`src/sv/ttt_pkg.sv`:
```
// Tick timer package: payload structs, state and code enums, fixed constants.
// Shared by ttt_serial_unit and tickless_tick_timer; depends on nothing.
`timescale 1ns / 1ps
`default_nettype none

package ttt_pkg;

   // Input and result payloads
   typedef struct packed {
      logic [1:0]          mode;
      logic signed [31:0]  requested_ticks;
   } req_type;

   typedef struct packed {
      logic [31:0] announced_ticks;
      logic [31:0] elapsed_ticks;
      logic [31:0] compare_value;
      logic [63:0] counter_value;
      logic        match_event;
   } rsp_type;

   // Item kinds
   localparam logic [1:0] MODE_COUNT   = 2'd0;
   localparam logic [1:0] MODE_TIMEOUT = 2'd1;
   localparam logic [1:0] MODE_QUERY   = 2'd2;

   // Register indexes
   localparam logic CSR_CPT      = 1'b0;
   localparam logic CSR_TICKLESS = 1'b1;

   // Reset values and limits
   localparam logic [31:0] CPT_RESET     = 32'd10000;
   localparam logic [31:0] COMPARE_RESET = 32'd10000;
   localparam logic [31:0] HALF_RANGE    = 32'h7FFF_FFFF;
   localparam logic [31:0] MIN_LEAD      = 32'd2;

   // Serial arithmetic unit sizing: dividend carries two spare bits for
   // the lead-time round-up numerator.
   localparam int DVD_W     = 34;
   localparam int DIV_STEPS = DVD_W;
   localparam int MUL_STEPS = 32;
   localparam int CNT_W     = $clog2(DIV_STEPS);

   typedef enum logic {
      OP_DIV,
      OP_MUL
   } ser_op_type;

   typedef struct packed {
      logic             start;
      ser_op_type       op;
      logic [DVD_W-1:0] operand_a;
      logic [31:0]      operand_b;
   } ser_req_type;

   typedef struct packed {
      logic        done;
      logic [31:0] quotient;
      logic [31:0] remainder;
      logic [31:0] product;
   } ser_rsp_type;

   typedef enum logic [3:0] {
      ST_IDLE,
      ST_DECODE,
      ST_DIV_DT,
      ST_REARM,
      ST_DIV_QUERY,
      ST_DIV_ELAPSED,
      ST_DIV_MAX,
      ST_TARGET,
      ST_MUL,
      ST_LEAD,
      ST_DIV_LEAD,
      ST_ARM,
      ST_DONE,
      ST_REALIGN,
      ST_DIV_REALIGN,
      ST_REALIGN_ARM
   } state_type;

endpackage

`default_nettype wire

```
`src/sv/ttt_serial_unit.sv`:
```
// Bit-serial arithmetic unit: restoring divider (one quotient bit a cycle)
// and MSB-first shift-add multiplier (low 32 bits). Depends on ttt_pkg.
`timescale 1ns / 1ps
`default_nettype none

module ttt_serial_unit (
   input  logic                 clock,
   input  logic                 reset,
   input  ttt_pkg::ser_req_type ser_req,
   output ttt_pkg::ser_rsp_type ser_rsp
);
   import ttt_pkg::*;

   logic             busy_ff, busy_in;
   logic             done_ff, done_in;
   ser_op_type       op_ff, op_in;
   logic [CNT_W-1:0] cnt_ff, cnt_in;
   logic [DVD_W-1:0] shreg_ff, shreg_in;
   logic [31:0]      rem_ff, rem_in;
   logic [31:0]      acc_ff, acc_in;
   logic [31:0]      divisor_ff, divisor_in;

   logic [32:0]      rem_sh;
   logic [33:0]      trial;
   logic             ge;
   logic [CNT_W-1:0] last_step;

   assign rem_sh    = {rem_ff, shreg_ff[DVD_W-1]};
   assign trial     = {1'b0, rem_sh} - {2'b00, divisor_ff};
   assign ge        = ~trial[33];
   assign last_step = (op_ff == OP_DIV) ? CNT_W'(DIV_STEPS - 1) : CNT_W'(MUL_STEPS - 1);

   always_comb begin
      busy_in    = busy_ff;
      done_in    = 1'b0;
      op_in      = op_ff;
      cnt_in     = cnt_ff;
      shreg_in   = shreg_ff;
      rem_in     = rem_ff;
      acc_in     = acc_ff;
      divisor_in = divisor_ff;
      if (ser_req.start) begin
         busy_in    = 1'b1;
         op_in      = ser_req.op;
         cnt_in     = '0;
         divisor_in = ser_req.operand_b;
         rem_in     = '0;
         acc_in     = '0;
         if (ser_req.op == OP_DIV) begin
            shreg_in = ser_req.operand_a;
         end else begin
            shreg_in = {ser_req.operand_a[MUL_STEPS-1:0], {(DVD_W-MUL_STEPS){1'b0}}};
         end
      end else if (busy_ff) begin
         case (op_ff)
            OP_DIV: begin
               rem_in   = ge ? trial[31:0] : rem_sh[31:0];
               shreg_in = {shreg_ff[DVD_W-2:0], ge};
            end
            OP_MUL: begin
               acc_in   = {acc_ff[30:0], 1'b0} + (shreg_ff[DVD_W-1] ? divisor_ff : 32'd0);
               shreg_in = {shreg_ff[DVD_W-2:0], 1'b0};
            end
            default: begin
               shreg_in = shreg_ff;
            end
         endcase
         cnt_in = cnt_ff + CNT_W'(1);
         if (cnt_ff == last_step) begin
            busy_in = 1'b0;
            done_in = 1'b1;
         end
      end
   end

   always_ff @(posedge clock) begin
      if (reset) begin
         busy_ff <= 1'b0;
         done_ff <= 1'b0;
      end else begin
         busy_ff <= busy_in;
         done_ff <= done_in;
      end
      op_ff      <= op_in;
      cnt_ff     <= cnt_in;
      shreg_ff   <= shreg_in;
      rem_ff     <= rem_in;
      acc_ff     <= acc_in;
      divisor_ff <= divisor_in;
   end

   assign ser_rsp.done      = done_ff;
   assign ser_rsp.quotient  = shreg_ff[31:0];
   assign ser_rsp.remainder = rem_ff;
   assign ser_rsp.product   = acc_ff;

endmodule

`default_nettype wire

```
`src/sv/tickless_tick_timer.sv`:
```
// Tickless tick timer top level: counter, compare and tick bookkeeping with
// a sequencer around one bit-serial divide/multiply unit. Depends on ttt_pkg
// and ttt_serial_unit.
//
//   channel | direction | handshake            | payload
//   --------+-----------+----------------------+------------------------------
//   req     | in        | req_valid/req_ready  | req_data (mode, ticks)
//   rsp     | out       | rsp_valid/rsp_ready  | rsp_data (announce, elapsed,..)
//   csr     | in        | csr_we               | csr_index, csr_wdata
//
// One transaction at a time. A counter item with a compare match and a tickless
// elapsed query each make one divide; a tickless set-timeout makes three or four
// passes through ttt_serial_unit, which works one bit per cycle.
// Reset is synchronous and leaves the block aligned to the CPT_RESET tick size.
// A cycles-per-tick write re-aligns with req_ready low.
// A finished result waits in the output register; the next transaction is
// taken meanwhile and only stalls at its own hand-off.
`timescale 1ns / 1ps
`default_nettype none

module tickless_tick_timer (
   input  logic             clock,
   input  logic             reset,
   input  logic             req_valid,
   output logic             req_ready,
   input  ttt_pkg::req_type req_data,
   output logic             rsp_valid,
   input  logic             rsp_ready,
   output ttt_pkg::rsp_type rsp_data,
   input  logic             csr_we,
   input  logic             csr_index,
   input  logic [31:0]      csr_wdata
);
   import ttt_pkg::*;

   // Architectural state
   state_type   state_ff, state_in;
   logic [63:0] counter_ff, counter_in;
   logic [31:0] compare_ff, compare_in;
   logic [31:0] base_ff, base_in;
   logic [31:0] total_ff, total_in;
   logic [31:0] cpt_ff, cpt_in;
   logic        tickless_ff, tickless_in;

   // Per-transaction working registers
   logic [1:0]  mode_ff, mode_in;
   logic [31:0] raw_ff, raw_in;
   logic [31:0] announced_ff, announced_in;
   logic [31:0] elapsed_ff, elapsed_in;
   logic        match_ff, match_in;
   logic [31:0] el_tmp_ff, el_tmp_in;
   logic [31:0] maxt_ff, maxt_in;
   logic [31:0] span_max_ff, span_max_in;
   logic [31:0] next_ff, next_in;
   logic [33:0] lead_num_ff, lead_num_in;

   // Output register
   logic        rsp_valid_ff, rsp_valid_in;
   rsp_type     rsp_data_ff, rsp_data_in;

   ser_req_type ser_req;
   ser_rsp_type ser_rsp;

   logic [31:0] now;
   logic        accept;
   logic        cpt_write;
   logic        is_match;
   logic [31:0] ticks_req;
   logic [31:0] target;
   logic [31:0] span;
   logic [31:0] lead_gap;
   logic        lead_short;

   // Push a compare that sits less than the minimum lead ahead of now
   // out to now plus the minimum lead.
   function automatic logic [31:0] arm_at(input logic [31:0] tgt, input logic [31:0] cur);
      logic [31:0] diff;
      diff = tgt - cur;
      arm_at = ($signed(diff) < $signed(MIN_LEAD)) ? cur + MIN_LEAD : tgt;
   endfunction

   assign now       = counter_ff[31:0];
   assign req_ready = (state_ff == ST_IDLE) && !csr_we;
   assign accept    = req_valid && req_ready;
   assign cpt_write = csr_we && (csr_index == CSR_CPT);
   assign is_match  = (now == compare_ff);

   // Clamp the requested tick count: forever or too large gives the maximum,
   // negative gives zero, and at least one tick is always asked for.
   always_comb begin
      if (raw_ff == 32'hFFFF_FFFF || (!raw_ff[31] && raw_ff > maxt_ff)) begin
         ticks_req = maxt_ff;
      end else if (raw_ff[31]) begin
         ticks_req = 32'd0;
      end else begin
         ticks_req = raw_ff;
      end
      if (ticks_req == 32'd0) begin
         ticks_req = 32'd1;
      end
   end

   assign target     = total_ff + el_tmp_ff + ticks_req;
   assign span       = ser_rsp.product - base_ff;
   assign lead_gap   = next_ff - now;
   assign lead_short = $signed(lead_gap) < $signed(MIN_LEAD);

   ttt_serial_unit u_serial (
      .clock   (clock),
      .reset   (reset),
      .ser_req (ser_req),
      .ser_rsp (ser_rsp)
   );

   // Next state
   always_comb begin
      state_in = state_ff;
      case (state_ff)
         ST_IDLE: begin
            if (accept) begin
               state_in = ST_DECODE;
            end
         end
         ST_DECODE: begin
            case (mode_ff)
               MODE_COUNT:   state_in = is_match ? ST_DIV_DT : ST_DONE;
               MODE_TIMEOUT: state_in = tickless_ff ? ST_DIV_ELAPSED : ST_DONE;
               MODE_QUERY:   state_in = tickless_ff ? ST_DIV_QUERY : ST_DONE;
               default:      state_in = ST_DONE;
            endcase
         end
         ST_DIV_DT: begin
            if (ser_rsp.done) begin
               if (ser_rsp.quotient == 32'd0 || !tickless_ff) begin
                  state_in = ST_REARM;
               end else begin
                  state_in = ST_DONE;
               end
            end
         end
         ST_REARM:       state_in = ST_DONE;
         ST_DIV_QUERY:   state_in = ser_rsp.done ? ST_DONE : ST_DIV_QUERY;
         ST_DIV_ELAPSED: state_in = ser_rsp.done ? ST_DIV_MAX : ST_DIV_ELAPSED;
         ST_DIV_MAX:     state_in = ser_rsp.done ? ST_TARGET : ST_DIV_MAX;
         ST_TARGET:      state_in = ST_MUL;
         ST_MUL:         state_in = ser_rsp.done ? ST_LEAD : ST_MUL;
         ST_LEAD:        state_in = lead_short ? ST_DIV_LEAD : ST_DONE;
         ST_DIV_LEAD:    state_in = ser_rsp.done ? ST_ARM : ST_DIV_LEAD;
         ST_ARM:         state_in = ST_DONE;
         ST_DONE: begin
            if (!rsp_valid_ff || rsp_ready) begin
               state_in = ST_IDLE;
            end
         end
         ST_REALIGN:     state_in = ST_DIV_REALIGN;
         ST_DIV_REALIGN: state_in = ser_rsp.done ? ST_REALIGN_ARM : ST_DIV_REALIGN;
         ST_REALIGN_ARM: state_in = ST_IDLE;
         default:        state_in = ST_IDLE;
      endcase
      // A cycles-per-tick write restarts the re-alignment from the top.
      if (cpt_write) begin
         state_in = ST_REALIGN;
      end
   end

   // Datapath and outputs
   always_comb begin
      counter_in    = counter_ff;
      compare_in    = compare_ff;
      base_in       = base_ff;
      total_in      = total_ff;
      cpt_in        = cpt_ff;
      tickless_in   = tickless_ff;
      mode_in       = mode_ff;
      raw_in        = raw_ff;
      announced_in  = announced_ff;
      elapsed_in    = elapsed_ff;
      match_in      = match_ff;
      el_tmp_in     = el_tmp_ff;
      maxt_in       = maxt_ff;
      span_max_in   = span_max_ff;
      next_in       = next_ff;
      lead_num_in   = lead_num_ff;
      rsp_valid_in  = rsp_valid_ff && !rsp_ready;
      rsp_data_in   = rsp_data_ff;
      ser_req.start     = 1'b0;
      ser_req.op        = OP_DIV;
      ser_req.operand_a = {2'b00, now - base_ff};
      ser_req.operand_b = cpt_ff;

      case (state_ff)
         ST_IDLE: begin
            // Take the transaction; a counter item advances the counter now.
            if (accept) begin
               mode_in      = req_data.mode;
               raw_in       = req_data.requested_ticks;
               announced_in = '0;
               elapsed_in   = '0;
               match_in     = 1'b0;
               if (req_data.mode == MODE_COUNT) begin
                  counter_in = counter_ff + 64'd1;
               end
            end
         end
         ST_DECODE: begin
            // Every path out of here that does arithmetic starts with
            // whole ticks since the base.
            case (mode_ff)
               MODE_COUNT: begin
                  if (is_match) begin
                     match_in      = 1'b1;
                     ser_req.start = 1'b1;
                  end
               end
               MODE_TIMEOUT, MODE_QUERY: begin
                  ser_req.start = tickless_ff;
               end
               default: begin
                  ser_req.start = 1'b0;
               end
            endcase
         end
         ST_DIV_DT: begin
            // Advance base by whole ticks: base + dt * cpt is now - remainder.
            if (ser_rsp.done && ser_rsp.quotient != 32'd0) begin
               base_in      = now - ser_rsp.remainder;
               total_in     = total_ff + ser_rsp.quotient;
               announced_in = ser_rsp.quotient;
            end
         end
         ST_REARM: begin
            compare_in = arm_at(base_ff + cpt_ff, now);
         end
         ST_DIV_QUERY: begin
            if (ser_rsp.done) begin
               elapsed_in = ser_rsp.quotient;
            end
         end
         ST_DIV_ELAPSED: begin
            // Hold the elapsed ticks and launch the maximum-ticks divide.
            if (ser_rsp.done) begin
               el_tmp_in         = ser_rsp.quotient;
               ser_req.start     = 1'b1;
               ser_req.operand_a = {2'b00, HALF_RANGE};
            end
         end
         ST_DIV_MAX: begin
            // max_ticks * cpt is the half range less its remainder.
            if (ser_rsp.done) begin
               maxt_in     = ser_rsp.quotient;
               span_max_in = HALF_RANGE - ser_rsp.remainder;
            end
         end
         ST_TARGET: begin
            ser_req.start     = 1'b1;
            ser_req.op        = OP_MUL;
            ser_req.operand_a = {2'b00, target};
         end
         ST_MUL: begin
            // Cap the target to the maximum span beyond the base.
            if (ser_rsp.done) begin
               next_in = (span > span_max_ff) ? base_ff + span_max_ff : ser_rsp.product;
            end
         end
         ST_LEAD: begin
            // Too close: round the shortfall up to whole ticks.
            // ceil(shortfall / cpt) * cpt = (shortfall + cpt - 1) - remainder.
            if (lead_short) begin
               lead_num_in       = {2'b00, cpt_ff} + 34'd1 - {{2{lead_gap[31]}}, lead_gap};
               ser_req.start     = 1'b1;
               ser_req.operand_a = {2'b00, cpt_ff} + 34'd1 - {{2{lead_gap[31]}}, lead_gap};
            end else begin
               compare_in = next_ff;
            end
         end
         ST_DIV_LEAD: begin
            if (ser_rsp.done) begin
               next_in = next_ff + (lead_num_ff[31:0] - ser_rsp.remainder);
            end
         end
         ST_ARM: begin
            compare_in = arm_at(next_ff, now);
         end
         ST_DONE: begin
            if (!rsp_valid_ff || rsp_ready) begin
               rsp_valid_in                = 1'b1;
               rsp_data_in.announced_ticks = announced_ff;
               rsp_data_in.elapsed_ticks   = elapsed_ff;
               rsp_data_in.compare_value   = compare_ff;
               rsp_data_in.counter_value   = counter_ff;
               rsp_data_in.match_event     = match_ff;
            end
         end
         ST_REALIGN: begin
            ser_req.start     = 1'b1;
            ser_req.operand_a = {2'b00, now};
         end
         ST_DIV_REALIGN: begin
            // total = now / cpt; base = total * cpt = now - remainder.
            if (ser_rsp.done) begin
               total_in = ser_rsp.quotient;
               base_in  = now - ser_rsp.remainder;
            end
         end
         ST_REALIGN_ARM: begin
            compare_in = arm_at(base_ff + cpt_ff, now);
         end
         default: begin
            ser_req.start = 1'b0;
         end
      endcase

      if (csr_we) begin
         case (csr_index)
            CSR_CPT: begin
               cpt_in = (csr_wdata == 32'd0) ? 32'd1 : csr_wdata;
            end
            CSR_TICKLESS: begin
               tickless_in = csr_wdata[0];
            end
            default: begin
               tickless_in = tickless_ff;
            end
         endcase
      end
   end

   always_ff @(posedge clock) begin
      if (reset) begin
         state_ff     <= ST_IDLE;
         counter_ff   <= '0;
         compare_ff   <= COMPARE_RESET;
         base_ff      <= '0;
         total_ff     <= '0;
         cpt_ff       <= CPT_RESET;
         tickless_ff  <= 1'b1;
         rsp_valid_ff <= 1'b0;
      end else begin
         state_ff     <= state_in;
         counter_ff   <= counter_in;
         compare_ff   <= compare_in;
         base_ff      <= base_in;
         total_ff     <= total_in;
         cpt_ff       <= cpt_in;
         tickless_ff  <= tickless_in;
         rsp_valid_ff <= rsp_valid_in;
      end
      mode_ff      <= mode_in;
      raw_ff       <= raw_in;
      announced_ff <= announced_in;
      elapsed_ff   <= elapsed_in;
      match_ff     <= match_in;
      el_tmp_ff    <= el_tmp_in;
      maxt_ff      <= maxt_in;
      span_max_ff  <= span_max_in;
      next_ff      <= next_in;
      lead_num_ff  <= lead_num_in;
      rsp_data_ff  <= rsp_data_in;
   end

   assign rsp_valid = rsp_valid_ff;
   assign rsp_data  = rsp_data_ff;

`ifndef NO_ASSERTIONS
   // A counter transaction advances the counter by exactly one.
   a_counter_step: assert property (@(posedge clock) disable iff (reset)
      accept && req_data.mode == MODE_COUNT |=> counter_ff == $past(counter_ff) + 64'd1)
      else $error("counter did not advance by one");

   // A cycles-per-tick write never leaves a zero divisor and starts re-alignment.
   a_cpt_write: assert property (@(posedge clock) disable iff (reset)
      cpt_write |=> cpt_ff != 32'd0 && state_ff == ST_REALIGN)
      else $error("cycles-per-tick write mishandled");

   // A finished transaction lands in the output register and the sequencer idles.
   a_handoff: assert property (@(posedge clock) disable iff (reset)
      state_ff == ST_DONE && (!rsp_valid_ff || rsp_ready) && !cpt_write
      |=> rsp_valid_ff && state_ff == ST_IDLE)
      else $error("result hand-off lost");
`endif

endmodule

`default_nettype wire

```
`config.mk`:
```
export PLATFORM = sky130hd
export DESIGN_NAME = tickless_tick_timer
export DESIGN_NICKNAME = d
export VERILOG_FILES = /design/src/sv/ttt_pkg.sv /design/src/sv/ttt_serial_unit.sv /design/src/sv/tickless_tick_timer.sv
export SDC_FILE = /design/constraint.sdc
export NUM_CORES = 2
export LEC_CHECK = 0
export BUFFER_PORTS_ARGS = -buffer_cell sky130_fd_sc_hd__buf_2
export CELL_PAD_IN_SITES_DETAIL_PLACEMENT = 1
export CELL_PAD_IN_SITES_GLOBAL_PLACEMENT = 1
export CORE_UTILIZATION = 40
export DETAILED_ROUTE_END_ITERATION = 8
export MAX_ROUTING_LAYER = met4
export PLACE_DENSITY_LB_ADDON = 0.1
export SLEW_MARGIN = 20
export SYNTH_ARGS = -nofsm -noshare
export SYNTH_HDL_FRONTEND = slang
export SYNTH_SLANG_ARGS = --single-unit
```
`constraint.sdc`:
```
create_clock -name clock -period 9.3 [get_ports clock]
set_clock_uncertainty 0.15 [all_clocks]
set_input_delay 0.93 -clock clock [delete_from_list [all_inputs] [get_ports clock]]
set_output_delay 0.93 -clock clock [all_outputs]
set_load 0.05 [all_outputs]
```
* Word-level counts from Yosys, hierarchy flattened *
Cells that the tools add are included.

operators by class
  add/subtract/negate cells = 20
  $lt $le $gt $ge = 4
  equal/unequal tests = 34
  multiplexer cells = 65
  bitwise logic cells = 4
  reduce and logical (&&, ||, !) cells = 52

operators by type and width
  cell                      count
  $mux W32                  18
  $pmux W32 S2              5
  $add A32 B32 Y32          7
  $sub A32 B32 Y32          6
  $mux W34                  4
  $pmux W34 S4              1
  $logic_not A32 Y1         3
  $pmux W32 S3              1
  $pmux W34 S2              1
  $add A64 B1 Y64 const B   1
  $gt A32 B32 Y1            2
  $lt A32 B3 Y1 const B     2
  $pmux W4 S15              1
  $mux W4                   9
  $sub A33 B32 Y34          1
  $sub A33 B34 Y34          1
  $add A32 B1 Y33 const B   1
  $add A32 B2 Y32 const B   1
  $eq A32 B32 Y1            1
  $eq A32 B32 Y1 const B    1
  $eq A4 B4 Y1 const B      8
  $reduce_bool A32 Y1       1
  $sub A31 B32 Y32 const A  1
  $mux W31                  1
  31 further kinds          101

storage, ports and cells
  register bits after elaboration = 757
  output and inout bits = 163
  word-level logic and storage cells = 211

* Longest topological paths before layout *
  word-level depth = 10
  depth in mapped cells = 30
  gate-level depth less buffers = 28

* Cells and area by module *
A second synthesis with hierarchy kept.

second synthesis, totals
  cells, all modules = 6124
  area, all modules = 55665.9 um2

by module, submodules not included
  module               instances  cells each  area an instance (um2)
  tickless_tick_timer  1          5055        46397.0
  ttt_serial_unit      1          1069        9268.9

* Least setup slack after synthesis *
OpenSTA, ideal clock, no wires.

  path type = register to register
  from = register raw_ff[7]
  to = register u_serial.shreg_ff[21], data pin
  setup time = 259 ps
  arrival time = 6428 ps
  setup slack = 2463 ps
  stages on the path, launching flop included = 28
  clock period less this slack = 6837 ps
  path through = edfxtp_1 ha_1 a211o_1 a21oi_1 a311oi_1 or3_1 a221o_1 a21oi_1 clkbuf_1 clkbuf_1 clkbuf_1 clkbuf_1 o21ai_0 fa_1 ha_1 fa_1 a211o_1 a21o_1 o211ai_1 nand2_1 a31o_2 a21o_1 a21oi_1 xnor2_1 a221o_1 nor4b_1 nor3_1 a211o_1

between the ends
  cells in the longest elaborated chain, start to end = 10
  elaborated cells on any way between the ends = 12
  classes of those cells = 1 x add/sub; 1 x order compare; 1 x eq/ne; 6 x mux; 3 x reduce/logical

RTL lines
  what                             line                        source
  start, declared                  tickless_tick_timer.sv:47   logic [31:0] raw_ff, raw_in;
  start signal, assigned           tickless_tick_timer.sv:349  raw_ff <= raw_in;
  $gt A32 B32 Y1                   tickless_tick_timer.sv:91   if (raw_ff == 32'hFFFF_FFFF || (!raw_ff[31] && raw_ff > maxt_ff)) begin
  $logic_and A1 B1 Y1              tickless_tick_timer.sv:91
  $logic_or A1 B1 Y1               tickless_tick_timer.sv:91
  $mux W32 *                       tickless_tick_timer.sv:91
  $logic_not A32 Y1                tickless_tick_timer.sv:98   if (ticks_req == 32'd0) begin
  $mux W32 *                       tickless_tick_timer.sv:98
  $add A32 B32 Y32 *               tickless_tick_timer.sv:103  assign target = total_ff + el_tmp_ff + ticks_req;
  $pmux W34 S4 *                   tickless_tick_timer.sv:191  case (state_ff)
  $mux W34 *                       ttt_serial_unit.sv:49       if (ser_req.op == OP_DIV) begin
  $mux W34 *                       ttt_serial_unit.sv:42       if (ser_req.start) begin
  named net u_serial.shreg_in[21]  ttt_serial_unit.sv:18       logic [DVD_W-1:0] shreg_ff, shreg_in;
  end signal, assigned             ttt_serial_unit.sv:86       shreg_ff <= shreg_in;
  end, declared                    ttt_serial_unit.sv:18

The timed path passes the listed nets; every way through them passes the cells marked *.
A chain may end at the register's enable or synchronous reset.

* Final worst setup path *
  from = register base_ff[0]
  to = register compare_ff[4]

between the ends
  cells in the longest elaborated chain, start to end = 5

RTL lines
  what                    line                                                    source
  start, declared         tickless_tick_timer.sv:40                               logic [31:0] base_ff, base_in;
  start signal, assigned  tickless_tick_timer.sv:342                              base_ff <= base_in;
  $add A32 B32 Y32 *      tickless_tick_timer.sv:232, tickless_tick_timer.sv:306
  $sub A32 B32 Y32        tickless_tick_timer.sv:78                               diff = tgt - cur;
  $lt A32 B3 Y1           tickless_tick_timer.sv:79                               arm_at = ($signed(diff) < $signed(MIN_LEAD)) ? cur + MIN_LEAD : tgt;
  $mux W32 *              tickless_tick_timer.sv:79
  $pmux W32 S3 *          tickless_tick_timer.sv:191
  end signal, assigned    tickless_tick_timer.sv:341                              compare_ff <= compare_in;
  end, declared           tickless_tick_timer.sv:39                               logic [31:0] compare_ff, compare_in;

Every way passes the cells marked *; elsewhere a longest branch is shown, timed or not.

==> flow_summary.toml <==
[hold_path]
hp-class = "in -> reg"
min_to = "raw_ff[26]"
hold_depth = 1
hp-start = "req_data[26]"

[timing]
hold_violations = 0
setup_violations = 0
max_freq_mhz = 119.3
fin_ws_ns = 0.9201
finalCriticalPeriod_ns = 8.380
fin_crit_sh_pct = 90.11
tns_ns = 0
rsz0062_at_grt = "no"
worstMarginPinSlew_ns = 1.145
slew_headroom_pct = 21.67
drv_slew = 0

[setup_path]
crit_type = "reg -> reg"
cp-end-kind = "register"
r2r-start = "base_ff[0]"
worstPathRequired_ns = 9.81
reg2regPathDepth = 24
cp.arrival_ns = 8.89
critical_path.max_fanout = 22
crit_path_start_kind = "register"
reg2reg_to = "compare_ff[4]"
reg2reg_setup_slack_ns = 0.92

[routing]
drc = 0
routed_wl_um = 236500
num_vias = 49114
top_layer = "met4"
wl_met1_um = 98300
wl_per_cell_um = 29.19
wl_met3_um = 12810
ant_nets = 0
first_pass_iters = 6
via_per_inst = 6.062
wl_met2_um = 110000
drt_iter0_markers = 3846

[finish]
syn_to_final_growth_pct = 12.41
layout-drive-gt1-share_pct = 9.222
fillers = 15615
fin_nets = 6884

[yosys]
synth_cell_types = 105
synth_xor_xnor_area_share_pct = 6.762
ys_async_sr_fraction_pct = 0
synth_top_area_cell = "edfxtp_1"
synth.most_common_cell = "ha_1"
synth_top_cells_by_area = "edfxtp_1, ha_1, dfxtp_1"
synth_top_family_by_area = "compound AO/OA/AOI/OAI gates"
synth-adder-area-share_pct = 14.30
synth_common_cells = "ha_1, nor2_1, a21oi_1"
synth-edff-count = 487
yosys_warnings = 0
synth_compound_area_share_pct = 20.39
syn_avg_cell_area_um2 = 9.091
synth_mux_area_share_pct = 0.8572
synthesis.area_um2 = 54740
synth_top_area_share_pct = 26.72
synth_fp_nets = 6674
synthCells = 6021
ys.flop_type = "edfxtp_1"
synth-seq-cells = 757
synthSimpleGateAreaFrac_pct = 16.54
ys_seq_area_share_pct = 36.59

[cts]
root_buffer = "clkbuf_16"
clock_latency_ns = 0.76
ctsHoldBuffers = 0
cts_buffer_depth = 3
clock-sinks = 757
ctsResizeCount = 0
cts_tree = "built"
cts.htree.levels = 3
cts_buffers = 93
path_clk_slew_ns = 0.06
postCtsSetupRepairBufs = 0

[floorplanning]
die_w_um = 371.9
rows = 135
design.core.area_um2 = 135600
io_pins = 235
die_y_um = 371.9
initial_utilization_pct = 40.36
die-area_um2 = 138300

[pwr]
power_density_nw_per_um2 = 205.7
intPower_mw = 7.915
combPwrFrac_pct = 35.3
p_switching_mw = 4.742
p_clk_share_pct = 31.7
p_leak_nw = 25.42
switching_share_pct = 37.47
seqPwrFrac_pct = 32.9
peakVddDrop_v = 0.0001490

[grt]
grt_use_total_pct = 34.59
grt_pass1_vias = 49133
antenna_found_initial = 13
grt-ovfl-total = 0
grt_pass1_wl_um = 339600
grt_max_degree = 94

[run_status]
status = "finished clean"

[placement]
dp_slack_ns = 1.202
gp_congestion = 1.010
dp_hpwl_um = 187100
port_buffers = 234

[flow_run]
max-cap-violations = 0
-- power groups by stage --
| stage | combinational [mW] | sequential [mW] | clock, mW |
|---|---|---|---|
| floorplan | 3.16 | 4.08 | 0 |
| global placement | 4.28 | 4.23 | 0 |
| detailed placement | 4.38 | 4.23 | 0 |
| CTS | 4.42 | 4.16 | 4.07 |
| global route | 4.91 | 4.18 | 4.19 |
| finish | 4.47 | 4.17 | 4.02 |
-- flip-flops by register name, indices dropped and copies added (netlist names), 2 cells and up --
register / count
announced_ff: 32
base_ff: 32
compare_ff: 32
counter_ff: 64
cpt_ff: 32
el_tmp_ff: 32
elapsed_ff: 32
lead_num_ff: 32
maxt_ff: 32
mode_ff: 2
next_ff: 32
raw_ff: 32
rsp_data: 161
span_max_ff: 32
state_ff: 4
total_ff: 32
u_serial.acc_ff: 32
u_serial.cnt_ff: 6
u_serial.divisor_ff: 32
u_serial.rem_ff: 32
u_serial.shreg_ff: 34
-- how the worst max path moves through the flow --
stage,from,endpoint,slack [ns],cells after the start
floorplan,raw_ff[7],u_serial.shreg_ff[21],2.46,27
global placement,base_ff[0],compare_ff[28],1.51,24
detailed placement,base_ff[0],compare_ff[28],1.20,24
CTS,base_ff[0],compare_ff[4],1.20,24
global route,base_ff[0],compare_ff[28],0.46,24
finish,base_ff[0],compare_ff[4],0.92,24
-- logic make-up (layout without fill, tap and decap cells) --
group           Yosys count  after routing
simple gates           1839           1839
compound gates         1722           1722
flops                   757            757
buf+inv                 655            945
fa+ha+maj               581            581
xor+xnor                421            421
mux                      46             46
other cells               0             10
-- through the flow --
step                instances  utilization [%]  hold WS [ns]  area, um2  total power, mW
global route             8094            45.35        0.1640      61510            13.28
global placement         7916            42.86        0.2519      58130            8.509
detailed placement       7917            42.88        0.2556      58160            8.615
floorplan                6021                -        0.2503      54740            7.239
finish                   8102            45.36        0.2055      61530            12.66
CTS                      8092            45.34        0.1468      61500            12.66
-- layout by cell type (no fill, tap or decap), types with 185 or more instances in the layout --
cell type	count
nor2_1	493
o21ai_0	360
ha_1	507
dfxtp_1	270
inv_1	434
a21oi_1	491
nand3_1	185
xnor2_1	291
edfxtp_1	487
buf_2	233
nand2_1	417
-- worst max-delay path, stage by stage (launching register included) --
cell,delay (ns)
dfxtp_1,0.38
ha_1,0.26
fa_1,0.43
a211oi_1,0.31
o211ai_1,0.21
a22oi_1,0.34
o211ai_1,0.20
o21a_1,0.23
a21oi_1,0.22
o21bai_1,0.15
a311o_1,0.33
a21oi_1,0.18
xnor2_1,0.17
ha_1,0.57
o21ai_0,0.14
o21ai_0,0.10
o2111ai_1,0.23
nor4_1,0.34
nand4_1,0.12
or3_1,0.35
a2111oi_0,0.90
and3_1,0.60
nand2b_1,0.96
o211ai_1,0.17
a41oi_1,0.26
-- final cells by class --
type	instances	area (um2)	share of cell area, %
multi-input cells	4609	32330	52.55
well taps	1781	2228	3.622
clock inverters	60	820.8	1.334
clock buffers	115	2521	4.098
repair buffers	331	1922	3.123
diodes	10	25.02	0.04067
flip-flops and latches	757	20030	32.55
inverters	439	1649	2.680
-- routing by layer --
layer	up-vias	global-route usage, %
met5	-	-
met4	0	19.12
li1	22542	-
met1	24540	41.93
met2	1539	55.62
met3	493	4.529
Note: power is estimated with default switching activity, not from simulation.
